`src/design/ashd_pkg.sv`:
```
// Shared types and constants of the argmax selector with hysteresis and hold time.
package ashd_pkg;

   localparam int VALUE_W    = 24;
   localparam int MARGIN_W   = 23;
   localparam int DWELL_W    = 16;
   localparam int WLEN_W     = 5;
   localparam int IDX_W      = 3;
   localparam int CSR_IDX_W  = 2;
   localparam int CSR_DATA_W = 23;

   localparam logic [DWELL_W-1:0] DWELL_RESET = 16'd200;
   localparam logic [DWELL_W-1:0] TICK_MAX    = 16'hFFFF;

   // Register indexes of the configuration port.
   localparam logic [CSR_IDX_W-1:0] CSR_MARGIN = 2'd0;
   localparam logic [CSR_IDX_W-1:0] CSR_DWELL  = 2'd1;
   localparam logic [CSR_IDX_W-1:0] CSR_WINDOW = 2'd2;

   // Result queue.
   localparam int OUT_DEPTH = 8;
   localparam int OUT_PTR_W = 3;
   localparam int OUT_CNT_W = 4;

   typedef enum logic [1:0] {
      OP_FRAME   = 2'd0,
      OP_TICK    = 2'd1,
      OP_REISSUE = 2'd2,
      OP_CLEAR   = 2'd3
   } op_type;

   typedef struct packed {
      logic   valid;
      op_type op;
   } stage_type;

endpackage

```
`src/design/ashd_ram.sv`:
```
// Generic single-write, registered-read RAM with read-first behavior.
module ashd_ram #(
   parameter int WIDTH  = 24,
   parameter int DEPTH  = 16,
   parameter int ADDR_W = (DEPTH > 1) ? $clog2(DEPTH) : 1
) (
   input  logic              clock,
   input  logic              wr_en,
   input  logic [ADDR_W-1:0] wr_addr,
   input  logic [WIDTH-1:0]  wr_data,
   input  logic              rd_en,
   input  logic [ADDR_W-1:0] rd_addr,
   output logic [WIDTH-1:0]  rd_data
);

   logic [WIDTH-1:0] mem_ff [DEPTH];
   logic [WIDTH-1:0] rd_data_ff;

   always_ff @(posedge clock) begin
      if (wr_en) begin
         mem_ff[wr_addr] <= wr_data;
      end
      if (rd_en) begin
         rd_data_ff <= mem_ff[rd_addr];
      end
   end

   assign rd_data = rd_data_ff;

endmodule

```
`src/design/ashd_lane.sv`:
```
// One channel lane: history ring in RAM and the running sum of the window.
module ashd_lane #(
   parameter int MAX_WINDOW = 16,
   parameter int ADDR_W     = (MAX_WINDOW > 1) ? $clog2(MAX_WINDOW) : 1,
   parameter int SUM_W      = ashd_pkg::VALUE_W + $clog2(MAX_WINDOW)
) (
   input  logic                                clock,
   input  logic                                reset,
   input  logic                                wr_en,
   input  logic [ADDR_W-1:0]                   addr,
   input  logic signed [ashd_pkg::VALUE_W-1:0] value_i,
   input  logic                                upd,
   input  logic                                full,
   input  logic                                clr,
   output logic signed [SUM_W-1:0]             sum_o
);
   import ashd_pkg::*;

   logic [VALUE_W-1:0]        old_value;
   logic signed [VALUE_W-1:0] value_ff;
   logic signed [SUM_W-1:0]   sub_value;
   logic signed [SUM_W-1:0]   sum_ff;
   logic signed [SUM_W-1:0]   sum_in;

   // The old entry is read and the new one written in the same cycle.
   ashd_ram #(
      .WIDTH (VALUE_W),
      .DEPTH (MAX_WINDOW),
      .ADDR_W(ADDR_W)
   ) u_hist (
      .clock  (clock),
      .wr_en  (wr_en),
      .wr_addr(addr),
      .wr_data(value_i),
      .rd_en  (wr_en),
      .rd_addr(addr),
      .rd_data(old_value)
   );

   always_ff @(posedge clock) begin
      if (wr_en) begin
         value_ff <= value_i;
      end
   end

   always_comb begin
      sub_value = full ? SUM_W'($signed(old_value)) : '0;
      sum_in    = sum_ff;
      if (clr) begin
         sum_in = '0;
      end else if (upd) begin
         sum_in = sum_ff - sub_value + SUM_W'(value_ff);
      end
   end

   always_ff @(posedge clock) begin
      if (reset) begin
         sum_ff <= '0;
      end else begin
         sum_ff <= sum_in;
      end
   end

   assign sum_o = sum_ff;

endmodule

```
`src/design/ashd_merge.sv`:
```
// Merging stage: argmax tree over the lane sums, sum snapshot and margin product.
module ashd_merge #(
   parameter int NUM_INPUTS = 4,
   parameter int SUM_W      = 28,
   parameter int FILL_W     = 5,
   parameter int CH_W       = $clog2(NUM_INPUTS),
   parameter int NEED_W     = ashd_pkg::MARGIN_W + FILL_W
) (
   input  logic                                 clock,
   input  logic                                 reset,
   input  ashd_pkg::stage_type                  s2_i,
   input  logic [FILL_W-1:0]                    fill_i,
   input  logic [ashd_pkg::MARGIN_W-1:0]        margin_i,
   input  logic signed [SUM_W-1:0]              sum_i  [NUM_INPUTS],
   output ashd_pkg::stage_type                  s3_o,
   output logic [CH_W-1:0]                      cand_o,
   output logic signed [SUM_W-1:0]              snap_o [NUM_INPUTS],
   output logic [NEED_W-1:0]                    need_o
);
   import ashd_pkg::*;

   localparam int NUM_PAD = 1 << CH_W;

   logic                    node_ok  [2*NUM_PAD];
   logic [CH_W-1:0]         node_idx [2*NUM_PAD];
   logic signed [SUM_W-1:0] node_sum [2*NUM_PAD];
   logic                    take_right;

   stage_type               s3_ff;
   logic [CH_W-1:0]         cand_ff;
   logic signed [SUM_W-1:0] snap_ff [NUM_INPUTS];
   logic [NEED_W-1:0]       need_ff;

   // Heap-ordered tree: the left child always holds the lower channels, so the
   // right one wins only when it is strictly larger, which keeps the lowest
   // index on a tie.
   always_comb begin
      take_right = 1'b0;
      for (int n = 0; n < 2*NUM_PAD; n++) begin
         node_ok[n]  = 1'b0;
         node_idx[n] = '0;
         node_sum[n] = '0;
      end
      for (int c = 0; c < NUM_PAD; c++) begin
         node_idx[NUM_PAD+c] = CH_W'(c);
      end
      for (int c = 0; c < NUM_INPUTS; c++) begin
         node_ok[NUM_PAD+c]  = 1'b1;
         node_sum[NUM_PAD+c] = sum_i[c];
      end
      for (int n = NUM_PAD-1; n >= 1; n--) begin
         take_right = node_ok[2*n+1] &&
                      (!node_ok[2*n] || (node_sum[2*n+1] > node_sum[2*n]));
         node_ok[n]  = take_right ? node_ok[2*n+1]  : node_ok[2*n];
         node_idx[n] = take_right ? node_idx[2*n+1] : node_idx[2*n];
         node_sum[n] = take_right ? node_sum[2*n+1] : node_sum[2*n];
      end
   end

   always_ff @(posedge clock) begin
      if (reset) begin
         s3_ff <= '0;
      end else begin
         s3_ff <= s2_i;
      end
   end

   always_ff @(posedge clock) begin
      cand_ff <= node_idx[1];
      snap_ff <= sum_i;
      need_ff <= NEED_W'(margin_i) * NEED_W'(fill_i);
   end

   assign s3_o   = s3_ff;
   assign cand_o = cand_ff;
   assign snap_o = snap_ff;
   assign need_o = need_ff;

endmodule

```
`src/design/ashd_decide.sv`:
```
// Winner state: first pick, hysteresis and hold-time test, ticks, reissue and clear.
module ashd_decide #(
   parameter int NUM_INPUTS = 4,
   parameter int SUM_W      = 28,
   parameter int NEED_W     = 28,
   parameter int CH_W       = $clog2(NUM_INPUTS)
) (
   input  logic                              clock,
   input  logic                              reset,
   input  ashd_pkg::stage_type               s3_i,
   input  logic [CH_W-1:0]                   cand_i,
   input  logic signed [SUM_W-1:0]           snap_i [NUM_INPUTS],
   input  logic [NEED_W-1:0]                 need_i,
   input  logic [ashd_pkg::DWELL_W-1:0]      dwell_i,
   output logic                              push_o,
   output logic [ashd_pkg::IDX_W-1:0]        index_o
);
   import ashd_pkg::*;

   localparam int CMP_W = ((SUM_W + 1) > (NEED_W + 1)) ? (SUM_W + 1) : (NEED_W + 1);

   logic [CH_W-1:0]         winner_ff;
   logic [CH_W-1:0]         winner_in;
   logic                    winner_valid_ff;
   logic                    winner_valid_in;
   logic [DWELL_W-1:0]      elapsed_ff;
   logic [DWELL_W-1:0]      elapsed_in;
   logic signed [SUM_W:0]   diff;
   logic signed [CMP_W-1:0] diff_x;
   logic signed [CMP_W-1:0] need_x;
   logic                    switch_ok;

   always_comb begin
      diff      = (SUM_W+1)'(snap_i[cand_i]) - (SUM_W+1)'(snap_i[winner_ff]);
      diff_x    = CMP_W'(diff);
      need_x    = CMP_W'($signed({1'b0, need_i}));
      switch_ok = (cand_i != winner_ff) && (diff_x >= need_x) && (elapsed_ff >= dwell_i);
   end

   always_comb begin
      winner_in       = winner_ff;
      winner_valid_in = winner_valid_ff;
      elapsed_in      = elapsed_ff;
      push_o          = 1'b0;
      if (s3_i.valid) begin
         case (s3_i.op)
            OP_FRAME: begin
               if (!winner_valid_ff || switch_ok) begin
                  winner_in       = cand_i;
                  winner_valid_in = 1'b1;
                  elapsed_in      = '0;
                  push_o          = 1'b1;
               end
            end
            OP_TICK: begin
               if (elapsed_ff != TICK_MAX) begin
                  elapsed_in = elapsed_ff + 1'b1;
               end
            end
            OP_REISSUE: begin
               push_o = winner_valid_ff;
            end
            OP_CLEAR: begin
               winner_valid_in = 1'b0;
               elapsed_in      = '0;
            end
            default: begin
               push_o = 1'b0;
            end
         endcase
      end
      index_o = IDX_W'(winner_in);
   end

   always_ff @(posedge clock) begin
      if (reset) begin
         winner_ff       <= '0;
         winner_valid_ff <= 1'b0;
         elapsed_ff      <= '0;
      end else begin
         winner_ff       <= winner_in;
         winner_valid_ff <= winner_valid_in;
         elapsed_ff      <= elapsed_in;
      end
   end

endmodule

```
`src/design/argmax_selector_hysteresis_dwell.sv`:
```
// A result goes from its item through the lanes, merge and decide into the result queue.
// Throughput: one item per cycle; the limit is the single write/read port of each history RAM.
// Items in flight plus queued results are held to eight, so ready drops only under output stall.
// Reset is synchronous and active high: registers take their reset values, sums clear at once.
// History RAMs are not cleared; an old entry is only used after it was written.
// A change of the effective window length restarts the history in the same cycle.
module argmax_selector_hysteresis_dwell #(
   parameter int NUM_INPUTS = 4,
   parameter int MAX_WINDOW = 16
) (
   input  logic                                 clock,
   input  logic                                 reset,
   input  logic                                 req_valid,
   output logic                                 req_ready,
   input  logic [1:0]                           req_op,
   input  logic signed [ashd_pkg::VALUE_W-1:0]  req_value_0,
   input  logic signed [ashd_pkg::VALUE_W-1:0]  req_value_1,
   input  logic signed [ashd_pkg::VALUE_W-1:0]  req_value_2,
   input  logic signed [ashd_pkg::VALUE_W-1:0]  req_value_3,
   input  logic signed [ashd_pkg::VALUE_W-1:0]  req_value_4,
   input  logic signed [ashd_pkg::VALUE_W-1:0]  req_value_5,
   input  logic signed [ashd_pkg::VALUE_W-1:0]  req_value_6,
   input  logic signed [ashd_pkg::VALUE_W-1:0]  req_value_7,
   output logic                                 rsp_valid,
   input  logic                                 rsp_ready,
   output logic [ashd_pkg::IDX_W-1:0]           rsp_winner_index,
   input  logic                                 csr_wr_en,
   input  logic [ashd_pkg::CSR_IDX_W-1:0]       csr_index,
   input  logic [ashd_pkg::CSR_DATA_W-1:0]      csr_wdata
);
   import ashd_pkg::*;

   localparam int ADDR_W = (MAX_WINDOW > 1) ? $clog2(MAX_WINDOW) : 1;
   localparam int FILL_W = $clog2(MAX_WINDOW + 1);
   localparam int SUM_W  = VALUE_W + $clog2(MAX_WINDOW);
   localparam int CH_W   = $clog2(NUM_INPUTS);
   localparam int NEED_W = MARGIN_W + FILL_W;
   localparam int NUM_PORTS = 8;

   // Configuration registers.
   logic [MARGIN_W-1:0] margin_ff;
   logic [DWELL_W-1:0]  dwell_ff;
   logic [FILL_W-1:0]   win_len_ff;
   logic [WLEN_W-1:0]   win_cfg;
   logic [FILL_W-1:0]   win_eff;
   logic                cfg_restart;

   // Window bookkeeping, shared by all lanes.
   logic [ADDR_W-1:0]   pos_ff;
   logic [ADDR_W-1:0]   pos_in;
   logic [FILL_W-1:0]   pos_inc;
   logic [FILL_W-1:0]   fill_ff;
   logic [FILL_W-1:0]   fill_in;
   logic                full;

   // Handshake and pipeline control.
   logic                accept;
   logic                frame_acc;
   logic                clear_acc;
   op_type              req_kind;
   stage_type           s1_ff;
   logic                s1_full_ff;
   logic [FILL_W-1:0]   s1_fill_ff;
   stage_type           s2_ff;
   logic [FILL_W-1:0]   s2_fill_ff;
   stage_type           s3;
   logic                lane_upd;
   logic                lane_clr;

   logic signed [VALUE_W-1:0] value_all [NUM_PORTS];
   logic signed [SUM_W-1:0]   lane_sum  [NUM_INPUTS];
   logic [CH_W-1:0]           cand;
   logic signed [SUM_W-1:0]   snap      [NUM_INPUTS];
   logic [NEED_W-1:0]         need;

   // Result queue.
   logic                 push;
   logic                 pop;
   logic [IDX_W-1:0]     push_index;
   logic [IDX_W-1:0]     queue_ff [OUT_DEPTH];
   logic [OUT_PTR_W-1:0] head_ff;
   logic [OUT_PTR_W-1:0] tail_ff;
   logic [OUT_CNT_W-1:0] count_ff;
   logic [OUT_CNT_W-1:0] count_in;
   logic [OUT_CNT_W-1:0] occupancy;

   // ------------------------------------------------------------------
   // Configuration. A window write is clamped to 1..MAX_WINDOW and only
   // restarts the history when the effective length actually changes.
   // ------------------------------------------------------------------
   always_comb begin
      win_cfg = csr_wdata[WLEN_W-1:0];
      if (win_cfg == '0) begin
         win_eff = FILL_W'(1);
      end else if (int'(win_cfg) > MAX_WINDOW) begin
         win_eff = FILL_W'(MAX_WINDOW);
      end else begin
         win_eff = FILL_W'(win_cfg);
      end
      cfg_restart = csr_wr_en && (csr_index == CSR_WINDOW) && (win_eff != win_len_ff);
   end

   always_ff @(posedge clock) begin
      if (reset) begin
         margin_ff  <= '0;
         dwell_ff   <= DWELL_RESET;
         win_len_ff <= FILL_W'(1);
      end else if (csr_wr_en) begin
         case (csr_index)
            CSR_MARGIN: margin_ff  <= csr_wdata[MARGIN_W-1:0];
            CSR_DWELL:  dwell_ff   <= csr_wdata[DWELL_W-1:0];
            CSR_WINDOW: win_len_ff <= win_eff;
            default:    margin_ff  <= margin_ff;
         endcase
      end
   end

   // ------------------------------------------------------------------
   // Input side. Every item kind travels down the same pipeline so that
   // ticks, reissues and clears act on the winner in arrival order.
   // ------------------------------------------------------------------
   assign occupancy = count_ff + OUT_CNT_W'(s1_ff.valid) + OUT_CNT_W'(s2_ff.valid) +
                      OUT_CNT_W'(s3.valid);
   assign req_ready = occupancy < OUT_CNT_W'(OUT_DEPTH);
   assign accept    = req_valid && req_ready;
   assign req_kind  = op_type'(req_op);
   assign frame_acc = accept && (req_kind == OP_FRAME);
   assign clear_acc = accept && (req_kind == OP_CLEAR);

   // The ring position wraps at the window length; the fill count stops there.
   always_comb begin
      full    = fill_ff >= win_len_ff;
      pos_inc = FILL_W'(pos_ff) + FILL_W'(1);
      pos_in  = pos_ff;
      fill_in = fill_ff;
      if (cfg_restart || clear_acc) begin
         pos_in  = '0;
         fill_in = '0;
      end else if (frame_acc) begin
         pos_in = (pos_inc == win_len_ff) ? '0 : pos_inc[ADDR_W-1:0];
         if (!full) begin
            fill_in = fill_ff + FILL_W'(1);
         end
      end
   end

   always_ff @(posedge clock) begin
      if (reset) begin
         pos_ff  <= '0;
         fill_ff <= '0;
         s1_ff   <= '0;
         s2_ff   <= '0;
      end else begin
         pos_ff   <= pos_in;
         fill_ff  <= fill_in;
         s1_ff    <= '{valid: accept, op: req_kind};
         s2_ff    <= s1_ff;
      end
   end

   // The fill count that travels with a frame is the one after its update.
   always_ff @(posedge clock) begin
      s1_full_ff <= full;
      s1_fill_ff <= fill_in;
      s2_fill_ff <= s1_fill_ff;
   end

   // ------------------------------------------------------------------
   // Lanes. Each keeps its own history RAM and running sum; a lane sees
   // its old entry in the cycle after the frame's accept and folds it in.
   // ------------------------------------------------------------------
   assign value_all[0] = req_value_0;
   assign value_all[1] = req_value_1;
   assign value_all[2] = req_value_2;
   assign value_all[3] = req_value_3;
   assign value_all[4] = req_value_4;
   assign value_all[5] = req_value_5;
   assign value_all[6] = req_value_6;
   assign value_all[7] = req_value_7;

   assign lane_upd = s1_ff.valid && (s1_ff.op == OP_FRAME);
   assign lane_clr = (s1_ff.valid && (s1_ff.op == OP_CLEAR)) || cfg_restart;

   for (genvar c = 0; c < NUM_INPUTS; c++) begin : g_lane
      ashd_lane #(
         .MAX_WINDOW(MAX_WINDOW),
         .ADDR_W    (ADDR_W),
         .SUM_W     (SUM_W)
      ) u_lane (
         .clock  (clock),
         .reset  (reset),
         .wr_en  (frame_acc),
         .addr   (pos_ff),
         .value_i(value_all[c]),
         .upd    (lane_upd),
         .full   (s1_full_ff),
         .clr    (lane_clr),
         .sum_o  (lane_sum[c])
      );
   end

   // ------------------------------------------------------------------
   // Merge the lanes into a candidate, then decide on the winner.
   // ------------------------------------------------------------------
   ashd_merge #(
      .NUM_INPUTS(NUM_INPUTS),
      .SUM_W     (SUM_W),
      .FILL_W    (FILL_W),
      .CH_W      (CH_W),
      .NEED_W    (NEED_W)
   ) u_merge (
      .clock   (clock),
      .reset   (reset),
      .s2_i    (s2_ff),
      .fill_i  (s2_fill_ff),
      .margin_i(margin_ff),
      .sum_i   (lane_sum),
      .s3_o    (s3),
      .cand_o  (cand),
      .snap_o  (snap),
      .need_o  (need)
   );

   ashd_decide #(
      .NUM_INPUTS(NUM_INPUTS),
      .SUM_W     (SUM_W),
      .NEED_W    (NEED_W),
      .CH_W      (CH_W)
   ) u_decide (
      .clock  (clock),
      .reset  (reset),
      .s3_i   (s3),
      .cand_i (cand),
      .snap_i (snap),
      .need_i (need),
      .dwell_i(dwell_ff),
      .push_o (push),
      .index_o(push_index)
   );

   // ------------------------------------------------------------------
   // Result queue. The credit check on req_ready guarantees a free slot
   // for every item still in the pipeline.
   // ------------------------------------------------------------------
   assign pop              = rsp_valid && rsp_ready;
   assign rsp_valid        = count_ff != '0;
   assign rsp_winner_index = queue_ff[head_ff];

   always_comb begin
      count_in = count_ff;
      if (push && !pop) begin
         count_in = count_ff + OUT_CNT_W'(1);
      end else if (pop && !push) begin
         count_in = count_ff - OUT_CNT_W'(1);
      end
   end

   always_ff @(posedge clock) begin
      if (reset) begin
         head_ff  <= '0;
         tail_ff  <= '0;
         count_ff <= '0;
      end else begin
         count_ff <= count_in;
         if (push) begin
            tail_ff <= tail_ff + OUT_PTR_W'(1);
         end
         if (pop) begin
            head_ff <= head_ff + OUT_PTR_W'(1);
         end
      end
   end

   always_ff @(posedge clock) begin
      if (push) begin
         queue_ff[tail_ff] <= push_index;
      end
   end

`ifndef SYNTHESIS
   a_queue_bound: assert property (@(posedge clock) disable iff (reset)
      count_ff <= OUT_CNT_W'(OUT_DEPTH))
      else $error("result queue holds more items than it has slots");

   a_push_room: assert property (@(posedge clock) disable iff (reset)
      push |-> (count_ff != OUT_CNT_W'(OUT_DEPTH)) || pop)
      else $error("result pushed into a full queue");

   a_result_kind: assert property (@(posedge clock) disable iff (reset)
      push |-> s3.valid && ((s3.op == OP_FRAME) || (s3.op == OP_REISSUE)))
      else $error("result produced by a tick or clear item");

   a_pos_in_window: assert property (@(posedge clock) disable iff (reset)
      (FILL_W'(pos_ff) < win_len_ff) && (fill_ff <= win_len_ff))
      else $error("ring position or fill count outside the window");
`endif

endmodule

```
`config.mk`:
```
export PLATFORM = sky130hd
export DESIGN_NAME = argmax_selector_hysteresis_dwell
export DESIGN_NICKNAME = d
export VERILOG_FILES = /design/src/design/ashd_pkg.sv /design/src/design/ashd_ram.sv /design/src/design/ashd_lane.sv /design/src/design/ashd_merge.sv /design/src/design/ashd_decide.sv /design/src/design/argmax_selector_hysteresis_dwell.sv
export SDC_FILE = /design/constraint.sdc
export NUM_CORES = 2
export LEC_CHECK = 0
export ABC_AREA = 1
export ABC_CLOCK_PERIOD_IN_PS = 13400
export BUFFER_PORTS_ARGS = -buffer_cell sky130_fd_sc_hd__buf_2
export CORE_UTILIZATION = 28
export DETAILED_ROUTE_END_ITERATION = 16
export PLACE_DENSITY = 0.5
export SETUP_SLACK_MARGIN = 0.3
export SLEW_MARGIN = 20
export SYNTH_ARGS = -nofsm -noshare
export SYNTH_HDL_FRONTEND = slang
export SYNTH_SLANG_ARGS = --single-unit
```
`constraint.sdc`:
```
create_clock -name clock -period 13.4 [get_ports clock]
set_clock_uncertainty 0.2 [all_clocks]
set_input_delay 2.68 -clock clock [delete_from_list [all_inputs] [get_ports clock]]
set_output_delay 2.68 -clock clock [all_outputs]
set_load 0.05 [all_outputs]
```
==> results.py <==
metrics = {
    "flow_run": {
        "cap_violations": 0,
    },
    "status": {
        "violations": "design-rule violations",
        "status": "complete, but fails checks",
    },
    "clocking": {
        "ctsHoldBuffers": 0,
        "numCtsBuffers": 229,
        "clock_path_buffers": 4,
        "clockRootBuffer": "clkbuf_16",
        "cts_resized": 0,
        "insertion_delay_ns": 0.92,
        "htree_levels": 4,
        "path_clk_slew_ns": 0.06,
        "cts_setup_buffers": 0,
        "cts_tree": "done",
        "clock-sinks": 2103,
    },
    "die": {
        "die_h_um": 587,
        "die_area_mm2": 0.344,
        "initial_core_util_pct": 28.2,
        "num_rows": 214,
        "dieWidth_um": 587,
        "coreArea_mm2": 0.340,
        "num_io_pins": 229,
    },
    "global_route": {
        "busiest_layer": "met2",
        "antenna_found_initial": 57,
        "grt.overflow.total": 0,
        "met1_usage_pct": 22.1,
        "grt_max_degree": 201,
        "grt_util_met2_pct": 26.8,
        "grt_usage_pct": 16.2,
        "grt_use_met3_pct": 2.28,
        "grt_pass1_wl_um": 424000,
        "grt_pass1_vias": 64631,
    },
    "pwr": {
        "peakVddDrop_mv": 0.123,
        "power.density_mw_per_mm2": 170,
        "p_seq_share_pct": 40.0,
        "pwr-share-clk_pct": 34.3,
        "power_frac_comb_pct": 25.6,
        "leakage_uw": 0.0406,
        "switching_share_pct": 32.2,
        "switching_power_uw": 5990,
        "p_int_uw": 12600,
    },
    "critical_path": {
        "r2r_end": "count_ff[3]",
        "critPathRequiredTime_ns": 13.91,
        "crit_arrival_ns": 7.96,
        "r2r_slack_ns": 5.95,
        "crit_fanout": 33,
        "reg2reg_depth": 38,
        "worst-setup-path-type": "reg -> reg",
        "startpoint_type": "register",
        "crit_top_cell": "nand2_1",
        "r2r_start": "u_decide.winner_ff[0]",
        "critPathMaxStageDelay_ns": 0.75,
        "cp-end-kind": "register",
        "crit_slowest_cell": "clkinv_1",
    },
    "place": {
        "place_area_mm2": 0.102,
        "hpwl_um": 178000,
        "dp_cells": 13209,
        "io_buffers": 131,
        "gp_congestion": 0.923,
    },
    "layout": {
        "design_area_mm2": 0.109,
        "final_cell_mix": "edfxtp_1 (1744), nand2_1 (1166), o21ai_0 (1136)",
        "area_growth_pct": 14.0,
        "fin_cells": 13639,
        "fin_util_pct": 32.1,
        "final_common_cell": "edfxtp_1",
        "drive_gt1_share_pct": 7.17,
        "nNetsFinal": 9627,
    },
    "yosys": {
        "syn_nets": 9568,
        "syn_area_per_cell_um2": 10.8,
        "post-synth-top-area-cell": "edfxtp_1",
        "async_flop_share_pct": 0,
        "synth_warnings": 0,
        "synth_ff_type": "edfxtp_1",
        "synth_edf_count": 1744,
        "synthCells": 8845,
        "netlist_area_mm2": 0.0958,
        "ys_ff_latch": 2103,
        "ys_types": 55,
        "ys_seq_area_share_pct": 62.2,
        "synth_top_area_share_pct": 54.7,
        "synth_area_leaders": "edfxtp_1 (55%), dfxtp_1 (7.5%), o21ai_0 (5.9%)",
    },
    "worst_hold_path": {
        "hold_path_end": "s2_fill_ff[2]",
        "hold_class": "reg -> reg",
        "hold_path_depth": 0,
        "hold_start": "s1_fill_ff[2]",
    },
    "timing": {
        "fin_crit_sh_pct": 55.6,
        "fmax_mhz": 134,
        "finalSetupViolCount": 0,
        "max-slew-margin-rel_pct": 21.8,
        "finalSetupTns_ns": 0,
        "period_needed_ns": 7.45,
        "grt_setup_unrepaired": "no",
        "worstMarginPinSlew_ns": 1.17,
        "finalHoldViolations": 0,
        "slew_violations": 0,
    },
    "detailed_routing": {
        "dr.pass1.iters": 14,
        "vias": 66057,
        "wl_per_cell_um": 21.0,
        "drcViolationCount": 12,
        "drt-total-wl_um": 286000,
        "ant_nets": 0,
        "drt_iter0_drc": 5470,
        "via_per_inst": 4.84,
    },
}
## state kept, by name, indices dropped and copies added (netlist names), 4 cells and up, named ones only
signal                        cells
margin_ff                        23
win_len_ff                        5
queue_ff                         16
count_ff                          4
s1_fill_ff                        5
fill_ff                           5
dwell_ff                         16
g_lane.u_lane.u_hist.mem_ff    1536
u_merge.need_o                   28
g_lane.u_lane.sum_o             112
g_lane.u_lane.value_ff           96
u_decide.elapsed_ff              16
u_merge.snap_o                  112
s2_fill_ff                        5
g_lane.u_lane.u_hist.rd_data     96
pos_ff                            4
## cell usage after synthesis (all sizes together) (5+ instances only)
| master | n |
|---|---|
| a21oi | 410 |
| xnor2 | 49 |
| nand2 | 1170 |
| xor2 | 93 |
| inv | 907 |
| nand4 | 131 |
| buf | 49 |
| dfxtp | 359 |
| a21o | 29 |
| o21ai | 1144 |
| clkbuf | 374 |
| nor2 | 1110 |
| o22ai | 419 |
| edfxtp | 1744 |
| nor4 | 18 |
| nor3b | 5 |
| a211oi | 39 |
| a32o | 28 |
| o21a | 8 |
| or2 | 15 |
| fa | 174 |
| a31oi | 21 |
| o21bai | 23 |
| o211ai | 9 |
| ha | 325 |
| nand3 | 109 |
| a221oi | 7 |
| a21boi | 8 |
| nor3 | 41 |
## worst max-delay path, delay by kind of cell (launching register included)
kind,cells,cell delay [ns]
AOI/OAI and AO/OA,10,1.98
xor gates and xnor gates,1,0.16
buffers and inverters,6,1.60
DFF,1,0.53
and+or+nand+nor,17,1.69
adders and majority gates,4,1.10
## worst max-delay path by stage
stage	start	end	slack (ns)
3_5_place_dp	u_decide.winner_ff[0]	count_ff[3]	6.04
6_report	u_decide.winner_ff[0]	count_ff[3]	5.95
2_1_floorplan	req_valid	g_lane[0].u_lane.u_hist.mem_ff[0][0]	0.44
5_1_grt	u_decide.winner_ff[0]	count_ff[3]	5.35
3_3_place_gp	u_decide.winner_ff[0]	count_ff[3]	5.89
4_1_cts	u_decide.winner_ff[0]	count_ff[3]	5.96
## power groups by stage
stage                     Clock [uW]  Combinational [uW]  Sequential (uW)
after floorplan                    0                3430             7490
after global placement             0                4750             7580
after detailed placement           0                4730             7580
after CTS                       6530                4760             7450
after global routing            6760                5400             7460
final                           6380                4770             7450
## metrics by stage
stage | worst slack, ns | total power, uW | hold WS [ns]
finish | 5.95 | 18600 | 0.128
global route | 5.35 | 19600 | 0.135
CTS | 5.96 | 18700 | 0.131
detailed placement | 6.04 | 12300 | 0.113
global placement | 5.89 | 12300 | 0.115
floorplan | 0.439 | 10900 | 0.110
## cells by family after synthesis
group / Yosys count / share of synthesized area [%]
AO/OA/AOI/OAI: 2160 / 12.4
XOR/XNOR: 142 / 1.31
adder cells (fa/ha/maj): 499 / 7.88
buffers and inverters: 1333 / 5.26
flip-flops: 2103 / 62.2
other: 1 / 0.00392
AND/OR/NAND/NOR: 2607 / 10.9
## per-layer routing
layer	routed length [um]	vias up
li1	-	30972
met1	129000	32847
met2	134000	1774
met3	15900	446
met4	7180	18
met5	110	-
## cell type report
type	count	area, um^2
Sequential cell	2103	59600
Tap cell	4536	5680
Inverter	910	3440
Fill cell	34446	231000
Multi-Input combinational cell	5409	31300
Antenna cell	12	30.0
Clock buffer	276	6010
Timing Repair Buffer	251	1620
Clock inverter	142	1540
No activity file was read; power rests on OpenSTA's default activity.
